**src/thermal_fan_hysteresis_monitor_defines.svh**
```systemverilog
// Assertion macros shared by the fan hysteresis monitor RTL
`ifndef THERMAL_FAN_HYSTERESIS_MONITOR_DEFINES_SVH
`define THERMAL_FAN_HYSTERESIS_MONITOR_DEFINES_SVH

// Same-cycle implication, checked outside reset
`define THFM_ASSERT_NOW(label, clk, rst_n, ante, cons) \
    label: assert property (@(posedge clk) disable iff (!rst_n) (ante) |-> (cons)) \
        else $error("thfm same-cycle check failed");

// Next-cycle implication, checked outside reset
`define THFM_ASSERT_NEXT(label, clk, rst_n, ante, cons) \
    label: assert property (@(posedge clk) disable iff (!rst_n) (ante) |=> (cons)) \
        else $error("thfm next-cycle check failed");

`endif

```
**src/thfm_pkg.sv**
```systemverilog
// Package: payload types, register indexes and defaults of the fan hysteresis monitor
`timescale 1ns / 1ps

package thfm_pkg;

    localparam int MAX_MOTORS_DEF = 16;

    localparam int CFG_IDX_W  = 2;
    localparam int CFG_DATA_W = 8;

    localparam logic [CFG_IDX_W-1:0] REG_TRIGGER_TEMP = 2'd0;
    localparam logic [CFG_IDX_W-1:0] REG_RELEASE_TEMP = 2'd1;
    localparam logic [CFG_IDX_W-1:0] REG_MOTOR_COUNT  = 2'd2;

    localparam logic [7:0] TRIGGER_TEMP_RST = 8'd60;
    localparam logic [7:0] RELEASE_TEMP_RST = 8'd50;
    localparam logic [4:0] MOTOR_COUNT_RST  = 5'd0;

    localparam logic [2:0] FANS_ALL_ON = 3'b111;

    typedef struct packed {
        logic [3:0] motor_slot;
        logic [7:0] reading;
        logic       read_ok;
        logic [2:0] fans_now;
    } t_item_in;

    typedef struct packed {
        logic [2:0] fan_drive;
        logic       fan_write;
        logic       overheat_flag;
    } t_item_out;

endpackage

```
**src/thfm_ram.sv**
```systemverilog
// Generic single-write, single-read RAM with registered read data
`timescale 1ns / 1ps

module thfm_ram #(
    parameter int WIDTH = 8,
    parameter int DEPTH = 16,
    parameter int AW    = (DEPTH > 1) ? $clog2(DEPTH) : 1
) (
    input  logic             i_clk,
    input  logic             i_we,
    input  logic [AW-1:0]    i_waddr,
    input  logic [WIDTH-1:0] i_wdata,
    input  logic [AW-1:0]    i_raddr,
    output logic [WIDTH-1:0] o_rdata
);

    logic [WIDTH-1:0] r_mem [DEPTH];
    logic [WIDTH-1:0] r_rdata;

    always_ff @(posedge i_clk) begin
        if (i_we) begin
            r_mem[i_waddr] <= i_wdata;
        end
        r_rdata <= r_mem[i_raddr];
    end

    assign o_rdata = r_rdata;

endmodule

```
**src/thermal_fan_hysteresis_monitor.sv**
```systemverilog
// Top level: over-temperature fan control with hysteresis over a per-motor table
`timescale 1ns / 1ps
//
//  channel   direction  handshake           payload
//  --------  ---------  ------------------  ---------------------------------
//  item in   input      i_valid / o_ready   i_item  (slot, reading, ok, fans)
//  result    output     o_valid / i_ready   o_item  (drive, write, overheat)
//  config    input      i_cfg_we            i_cfg_idx, i_cfg_wdata
//
//  Flow: an accepted item is stored, then the shared comparator walks the
//  table, one entry per cycle through the registered RAM read port, folds in
//  the last read and closes; the result is then registered and the next
//  item is taken once the block is back in idle.
//  Reset: synchronous, active low; the table reads as zero after reset through
//  per-entry valid bits, so no clearing pass is needed.
//  Stalls: a pending result holds in the output register; the block finishes
//  the next item's walk but holds its decision until that result is taken.
//
`include "thermal_fan_hysteresis_monitor_defines.svh"

module thermal_fan_hysteresis_monitor
    import thfm_pkg::*;
#(
    parameter int MAX_MOTORS = MAX_MOTORS_DEF
) (
    input  logic                  i_clk,
    input  logic                  i_rst_n,
    // item in
    input  logic                  i_valid,
    output logic                  o_ready,
    input  t_item_in              i_item,
    // result out
    output logic                  o_valid,
    input  logic                  i_ready,
    output t_item_out             o_item,
    // configuration writes
    input  logic                  i_cfg_we,
    input  logic [CFG_IDX_W-1:0]  i_cfg_idx,
    input  logic [CFG_DATA_W-1:0] i_cfg_wdata
);

    // Table address width and a count width that can hold MAX_MOTORS itself
    localparam int IW = (MAX_MOTORS > 1) ? $clog2(MAX_MOTORS) : 1;
    localparam int CW = $clog2(MAX_MOTORS + 1);

    typedef enum logic [1:0] {
        S_IDLE,
        S_STORE,
        S_WALK,
        S_DONE
    } t_state;

    t_state            r_state;

    // Configuration registers
    logic [7:0]        r_trigger_temp;
    logic [7:0]        r_release_temp;
    logic [4:0]        r_motor_count;

    // Captured item and walk state
    t_item_in          r_item;
    logic [CW-1:0]     r_used;
    logic [CW-1:0]     r_idx;
    logic              r_pend;
    logic              r_rd_vld;
    logic              r_hit;

    // Hysteresis state
    logic              r_overheat;
    logic [2:0]        r_saved_fans;
    logic [MAX_MOTORS-1:0] r_valid;

    // Result register
    logic              r_out_valid;
    t_item_out         r_out;

    logic [CW-1:0]     used_cnt;
    logic              store_en;
    logic [IW-1:0]     wr_addr;
    logic [IW-1:0]     rd_addr;
    logic [7:0]        rd_data;
    logic [7:0]        entry;
    logic [8:0]        cmp_thr;
    logic              cmp_ge;
    logic              issue;
    logic              out_free;

    // Clamp the motor count to the table depth
    assign used_cnt = (32'(r_motor_count) > MAX_MOTORS) ? CW'(MAX_MOTORS)
                                                        : CW'(r_motor_count);

    // Store only a good reading for a slot in use
    assign store_en = (r_state == S_STORE) && r_item.read_ok
                      && (32'(r_item.motor_slot) < 32'(r_used));
    assign wr_addr  = IW'(r_item.motor_slot);

    assign issue   = (r_state == S_WALK) && (r_idx < r_used);
    assign rd_addr = r_idx[IW-1:0];

    thfm_ram #(
        .WIDTH (8),
        .DEPTH (MAX_MOTORS)
    ) u_table (
        .i_clk   (i_clk),
        .i_we    (store_en),
        .i_waddr (wr_addr),
        .i_wdata (r_item.reading),
        .i_raddr (rd_addr),
        .o_rdata (rd_data)
    );

    // Shared comparator: while cool, hunt for any entry at or above trigger;
    // while overheating, hunt for any entry above release (threshold release+1)
    assign entry   = r_rd_vld ? rd_data : 8'd0;
    assign cmp_thr = r_overheat ? ({1'b0, r_release_temp} + 9'd1)
                                : {1'b0, r_trigger_temp};
    assign cmp_ge  = {1'b0, entry} >= cmp_thr;

    assign out_free = !r_out_valid || i_ready;

    always_ff @(posedge i_clk) begin
        if (!i_rst_n) begin
            r_state        <= S_IDLE;
            r_trigger_temp <= TRIGGER_TEMP_RST;
            r_release_temp <= RELEASE_TEMP_RST;
            r_motor_count  <= MOTOR_COUNT_RST;
            r_overheat     <= 1'b0;
            r_saved_fans   <= 3'd0;
            r_valid        <= '0;
            r_out_valid    <= 1'b0;
            r_pend         <= 1'b0;
            r_hit          <= 1'b0;
            r_idx          <= '0;
            r_used         <= '0;
        end else begin
            // Configuration writes; unknown indexes are dropped
            if (i_cfg_we) begin
                unique case (i_cfg_idx)
                    REG_TRIGGER_TEMP: r_trigger_temp <= i_cfg_wdata;
                    REG_RELEASE_TEMP: r_release_temp <= i_cfg_wdata;
                    REG_MOTOR_COUNT:  r_motor_count  <= i_cfg_wdata[4:0];
                    default: ;
                endcase
            end

            // Raise the result flag on a decision, drop it once the transfer completes
            if ((r_state == S_DONE) && out_free) begin
                r_out_valid <= 1'b1;
            end else if (i_ready) begin
                r_out_valid <= 1'b0;
            end

            unique case (r_state)
                S_IDLE: begin
                    if (i_valid) begin
                        r_item  <= i_item;
                        r_used  <= used_cnt;
                        r_state <= S_STORE;
                    end
                end
                S_STORE: begin
                    if (store_en) begin
                        r_valid[wr_addr] <= 1'b1;
                    end
                    r_idx   <= '0;
                    r_pend  <= 1'b0;
                    r_hit   <= 1'b0;
                    r_state <= S_WALK;
                end
                S_WALK: begin
                    // Fold in the entry read last cycle
                    if (r_pend && cmp_ge) begin
                        r_hit <= 1'b1;
                    end
                    if (issue) begin
                        r_rd_vld <= r_valid[rd_addr];
                        r_idx    <= r_idx + CW'(1);
                        r_pend   <= 1'b1;
                    end else begin
                        r_pend <= 1'b0;
                        if (!r_pend) begin
                            r_state <= S_DONE;
                        end
                    end
                end
                S_DONE: begin
                    // Hold the decision until the output register is free
                    if (out_free) begin
                        if (!r_overheat && r_hit) begin
                            r_saved_fans <= r_item.fans_now;
                            r_overheat   <= 1'b1;
                            r_out        <= '{fan_drive: FANS_ALL_ON, fan_write: 1'b1,
                                              overheat_flag: 1'b1};
                        end else if (r_overheat && !r_hit) begin
                            r_overheat <= 1'b0;
                            r_out      <= '{fan_drive: r_saved_fans, fan_write: 1'b1,
                                            overheat_flag: 1'b0};
                        end else begin
                            r_out <= '{fan_drive: 3'd0, fan_write: 1'b0,
                                       overheat_flag: r_overheat};
                        end
                        r_state <= S_IDLE;
                    end
                end
                default: r_state <= S_IDLE;
            endcase
        end
    end

    assign o_ready = (r_state == S_IDLE);
    assign o_valid = r_out_valid;
    assign o_item  = r_out;

    // The walk never runs past the clamped count
    `THFM_ASSERT_NOW(a_idx_bound, i_clk, i_rst_n, r_state == S_WALK, r_idx <= r_used)
    // An accepted item starts the store step and drops ready
    `THFM_ASSERT_NEXT(a_accept_store, i_clk, i_rst_n, i_valid && o_ready,
        (r_state == S_STORE) && !o_ready)
    // Entering overheat always drives every fan on
    `THFM_ASSERT_NOW(a_trip_all_on, i_clk, i_rst_n,
        o_valid && o_item.fan_write && o_item.overheat_flag, o_item.fan_drive == FANS_ALL_ON)
    // A result without a fan change carries a zero drive
    `THFM_ASSERT_NOW(a_idle_drive, i_clk, i_rst_n, o_valid && !o_item.fan_write,
        o_item.fan_drive == 3'd0)
    // Outside the decision state, a result reports the overheat state held
    `THFM_ASSERT_NOW(a_flag_match, i_clk, i_rst_n, o_valid && (r_state != S_DONE),
        o_item.overheat_flag == r_overheat)

endmodule
```
**config.mk**
```make
export PLATFORM = sky130hd
export DESIGN_NAME = thermal_fan_hysteresis_monitor
export DESIGN_NICKNAME = d
export VERILOG_FILES = /design/src/thfm_pkg.sv /design/src/thfm_ram.sv /design/src/thermal_fan_hysteresis_monitor.sv
export VERILOG_INCLUDE_DIRS = /design/src /design/src/src
export SDC_FILE = /design/constraint.sdc
export NUM_CORES = 1
export LEC_CHECK = 0
export BUFFER_PORTS_ARGS = -buffer_cell sky130_fd_sc_hd__buf_2
export CORE_AREA = 4 4 163 165
export CTS_CLUSTER_SIZE = 12
export DETAILED_ROUTE_END_ITERATION = 10
export DIE_AREA = 0 0 167 169
export PLACE_DENSITY = 0.61
export SLEW_MARGIN = 30
export SYNTH_ARGS = -nofsm -noshare
export SYNTH_HDL_FRONTEND = slang
export SYNTH_SLANG_ARGS = --single-unit
```
**constraint.sdc**
```tcl
create_clock -name i_clk -period 3.9 [get_ports i_clk]
set_input_delay 0.78 -clock i_clk [delete_from_list [all_inputs] [get_ports i_clk]]
set_output_delay 0.78 -clock i_clk [all_outputs]
set_load 0.03 [all_outputs]
```
* After elaboration in Yosys (flattened, before gate mapping)
Memories as Yosys holds them, arrays and structs flattened. A register that Yosys moved wholly into a read port is not among the register bits. Index checks and enable logic that the tools add are counted.
Storage, ports and cells: bits in latches 0, memories kept 1, bits of input ports 31, output and inout port bits 7, word-level logic and storage cells 97, bits in read-only memories 0, flip-flop bits (word level) 78, memory bits (writable) 128
Cells by class: div/mod/pow operators 0, mux-type cells 25, bitwise logic cells 1, order comparisons 7, reductions and logical operators 30, shift-type cells 0, $add $sub $neg 2, equality and inequality tests 11, $mul 0
Memories:
- u_table.r_mem | words 16, width 8, read ports 1, clocked after Yosys merged registers in 1, write ports 1, RTL line thfm_ram.sv:17 | logic [WIDTH-1:0] r_mem [DEPTH];
Operators with widths (number):
- 16-bit OR | 1
- 5-bit two-way mux | 3
- 3-bit AND reduction | 5
- 2-bit AND reduction | 7
- 4-bit by 5-bit less-than comparator with 1-bit output (second input constant) | 2
- 1-bit two-way mux | 10
- 2-bit inequality test (second input constant) | 5
- 5-bit one-hot mux with 2 select lines | 1
- 8-bit by 1-bit adder with 9-bit output (second input constant) | 1
- 8-bit by 9-bit >= comparator with 1-bit output | 1
- 9-bit two-way mux | 1
- 1-bit logical AND | 8
- 2-bit two-way mux | 4
- 8-bit two-way mux | 1
- 2-bit one-hot mux with 4 select lines | 1
- 2-bit equality test (second input constant) | 3
- 2-bit nonzero test | 3
- 5-bit by 1-bit adder with 5-bit output (second input constant) | 1
- 5-bit greater-than comparator (second input constant) | 1
- 4-bit by 5-bit less-than comparator with 1-bit output | 1
- 5-bit less-than comparator | 1
- 1-bit binary-select mux with 4-bit select | 1
- 1-bit demux with 4-bit select | 1
- 2-bit by 1-bit equality test with 1-bit output (second input constant) | 2
- 7 further kinds | 11

* Logic depth before layout (Yosys ltp)
word-level depth 6, depth in mapped cells 11, depth with buffers taken out 11

* Hierarchy
Synthesis repeated with hierarchy kept, for this count alone.
Second synthesis, totals: cell total of the unflattened synthesis 583, area total of the unflattened synthesis 8728.4 um2
By module, submodules not included:
- thfm_ram | cells each 229, seq. area each 4003.8 um2, area an instance 5147.4 um2, instances 1
- thermal_fan_hysteresis_monitor | cells each 354, seq. area each 1781.7 um2, area an instance 3580.9 um2, instances 1

* Worst setup path after synthesis
OpenSTA, ideal clock, no wires.
path type register to register, start register r_item, in the netlist wr_addr[2], end memory u_table.r_mem[10][0] (enable), arrival 1818 ps, path slack 1708 ps, data required time 3526 ps, buffers on the path 0, cell stages (with the launch flop) 6, clock period less this slack 2192 ps, library setup time 374 ps, cells stage by stage edfxtp_1 > ha_1 > a21o_1 > a31oi_1 > a41oi_1 > nor2_1
Between the ends: word-level cells in the longest chain between the ends 4
Ends and longest elaborated chain:
- from (decl) | RTL line thermal_fan_hysteresis_monitor.sv:61 | t_item_in r_item;
- from (signal assigned) | RTL line thermal_fan_hysteresis_monitor.sv:156 | r_item <= i_item;
- 4-bit by 5-bit less-than comparator with 1-bit output | RTL line thermal_fan_hysteresis_monitor.sv:94 | && (32'(r_item.motor_slot) < 32'(r_used));
- 1-bit logical AND | RTL line thermal_fan_hysteresis_monitor.sv:94
- 1-bit two-way mux | RTL line thfm_ram.sv:21 | if (i_we) begin
- 1-bit two-way mux (implied by the code) | RTL line thfm_ram.sv:22 | r_mem[i_waddr] <= i_wdata;
- to (decl) | RTL line thfm_ram.sv:17
Several ways; a longest one is shown, not always the timed one.

* Final worst setup path
start register r_item, in the netlist wr_addr[2], end memory u_table.r_mem[7][2] (enable)
The elaborated chain is that of the path after synthesis.

==> metrics.cfg <==
[yosys]
netlist_area_mm2 = 0.00869
postSynthNetCount = 595
ys_types = 43
syn_avg_cell_area_um2 = 16.1
synthFlopType = edfxtp_1
ys_warn_count = 0
synthTopCellsByArea = edfxtp_1 52%, dfxtp_1 15%, mux4_2 9.6%, ha_1 3.5%, mux2i_1 3.3%
ys_ff_latch = 214
netlist.area_leader.share_pct = 51.8
yosys.area.top_type = edfxtp_1
synth-edff-count = 150
ys_seq_area_share_pct = 66.6
async_reset_ff_share_pct = 0
syn_inst = 540

[timing]
period_share_pct = 67.4
drv_slew = 0
rsz0062_at_grt = false
finalCriticalPeriod_ns = 2.63
clock_skew_ns = 0.0125
slew_headroom_pct = 40.3
setup_tns_ns = 0
tightest_slew_ns = 0.891
setup_viol = 0
fmax_mhz = 380
hold_viol = 0
whs_ns = 0.446

[clock_tree]
cts_buffers = 22
postCtsSetupBuffers = 0
tritoncts = built
clk_pin_slew_ns = 0.06
cts.sinks = 214
cts_root_buffer = clkbuf_16
cts_resized = 0
clockBufferDepth = 3
ctsHoldBuffers = 0
htree_num_levels = 1
clkLatencyLatePin_ns = 0.51

[route]
ant_nets = 0
via_count = 4739
avgRoutedWirePerCell_um = 19.6
via_per_inst = 5.08
first_pass_iters = 5
wirelength_um = 18300
drt_iter0_markers = 482
drc_errors = 0

[placed_design]
placed_area_mm2 = 0.00923
portBuffers = 37
place_hpwl_um = 12700
finalWeightedCongestion = 0.858

[cells_and_area]
syn2layout_area_growth_pct = 13.6
nNetsFinal = 642
postLayoutCellArea_mm2 = 0.00988
fillCellCount = 2256
ff_latch_area_mm2 = 0.00579
mostFrequentLayoutCells = 150 x edfxtp_1, 63 x dfxtp_1, 37 x mux4_2, 37 x buf_2, 29 x mux2i_1
drive_above_1_share_pct = 18.2
antenna_cells = 0
multi_input_comb_area_mm2 = 0.00275
final_common_cell = edfxtp_1

[global_routing]
antenna_found_initial = 0
grt_pass1_vias = 4783
grt_first_pass_wirelength_um = 28800
grt_max_degree = 59
grt-ovfl-total = 0
grt_usage_pct = 13.1

[power]
power_leakage_nw = 3.40
vdd_drop_max_v = 0.000274
p_per_area_mw_per_mm2 = 492

[floorplanning]
row_count = 58
core_area_mm2 = 0.0250
initial_utilization_pct = 34.7
die_w_um = 167
die_area_mm2 = 0.0282
ioPinCount = 38
die_height_um = 169

[setup_path]
path_max_fanout = 9
r2r_end = u_table.r_mem[7][2]
r2r-start = wr_addr[2]
crit_path_start_kind = flop
crit_arrival_ns = 2.75
end_kind = flop
rrSetupSlack_ns = 1.27
worst-setup-path-type = flop to flop
cp.required_ns = 4.03
reg2reg_depth = 5

[min_path]
hold_end = r_item[8]
min_path_cells = 1
hp-class = input pin to flop
worstHoldStart = i_item[8]

[run]
max_cap_violations = 0

[status]
status = finished clean

==> registers in the layout (all words and copies together) (netlist names), 2 cells and up <==
signal	flops
u_table.r_mem	128
r_valid	16
r_item	12
r_release_temp	8
r_trigger_temp	8
u_table.o_rdata	8
o_item	5
r_idx	5
r_motor_count	5
r_used	5
wr_addr	4
r_saved_fans	3
r_state	2
==> through the flow <==
stage,cells,worst slack (ns),power (mW),utilization [%]
2_1_floorplan,540,1.71,2.88,-
3_3_place_gp,893,1.37,3.02,36.9
3_5_place_dp,893,1.26,3.03,36.9
4_1_cts,933,1.25,4.91,39.4
5_1_grt,933,1.05,5.05,39.5
6_report,933,1.27,4.86,39.5
==> worst max path at each step <==
stage | depth (start not counted) | from | slack [ns] | endpoint
after global placement | 5 | wr_addr[2] | 1.37 | u_table.r_mem[9][6]
after detailed placement | 5 | wr_addr[2] | 1.26 | u_table.r_mem[10][1]
after CTS | 5 | wr_addr[2] | 1.25 | u_table.r_mem[10][7]
final | 5 | wr_addr[2] | 1.27 | u_table.r_mem[7][2]
after global routing | 5 | wr_addr[2] | 1.05 | u_table.r_mem[7][5]
after floorplan | 5 | wr_addr[2] | 1.71 | u_table.r_mem[10][0]
==> cell type report <==
type	count	area share, %
timing repair buffer	43	2.33
multi-input combinational	291	27.8
sequential	214	58.6
clock inverter	5	0.329
clock buffer	35	6.17
inverter	15	0.570
tap	330	4.18
==> where the power goes <==
part           internal [mW]  switching (mW)  total (mW)
Sequential              2.53          0.0971        2.63
Combinational          0.132           0.221       0.353
Clock                   1.07           0.811        1.88
==> critical path, stage by stage, from the launching register on <==
cell and delay [ns]:
edfxtp_1 0.49, ha_1 0.36, a21o_1 0.16, a31oi_1 0.28
a41oi_1 0.27, nor2_1 0.68
==> per-layer routing <==
| metal | part of all wire (%) | GRT usage [%] |
|---|---|---|
| met5 | 0 | 0 |
| met4 | 1.7 | 2.85 |
| met3 | 5.9 | 2.31 |
| met2 | 48 | 22.0 |
| met1 | 44 | 18.0 |
==> cell usage after synthesis (8+ instances only) <==
master,count
edfxtp_1,150
dfxtp_1,64
mux4_2,37
mux2i_1,29
nand2_1,28
nor2_1,27
nor2b_1,25
ha_1,24
o21a_1,19
inv_1,14
a21oi_1,13
clkbuf_1,12
nand3_1,10
o21ai_0,9
and2_1,8
mux4_1,8
==> cell families (layout without fill, tap and decap cells) <==
group,after synthesis,count (layout),share of synthesized area [%]
DFF,214,214,66.6
and+or+nand+nor,122,122,7.15
muxes,74,74,15.3
AOI/OAI and AO/OA,67,67,5.25
buffers and inverters,35,98,1.84
adders and majority gates,24,24,3.45
xor gates and xnor gates,4,4,0.403
Power figures use the tool's default switching activity.
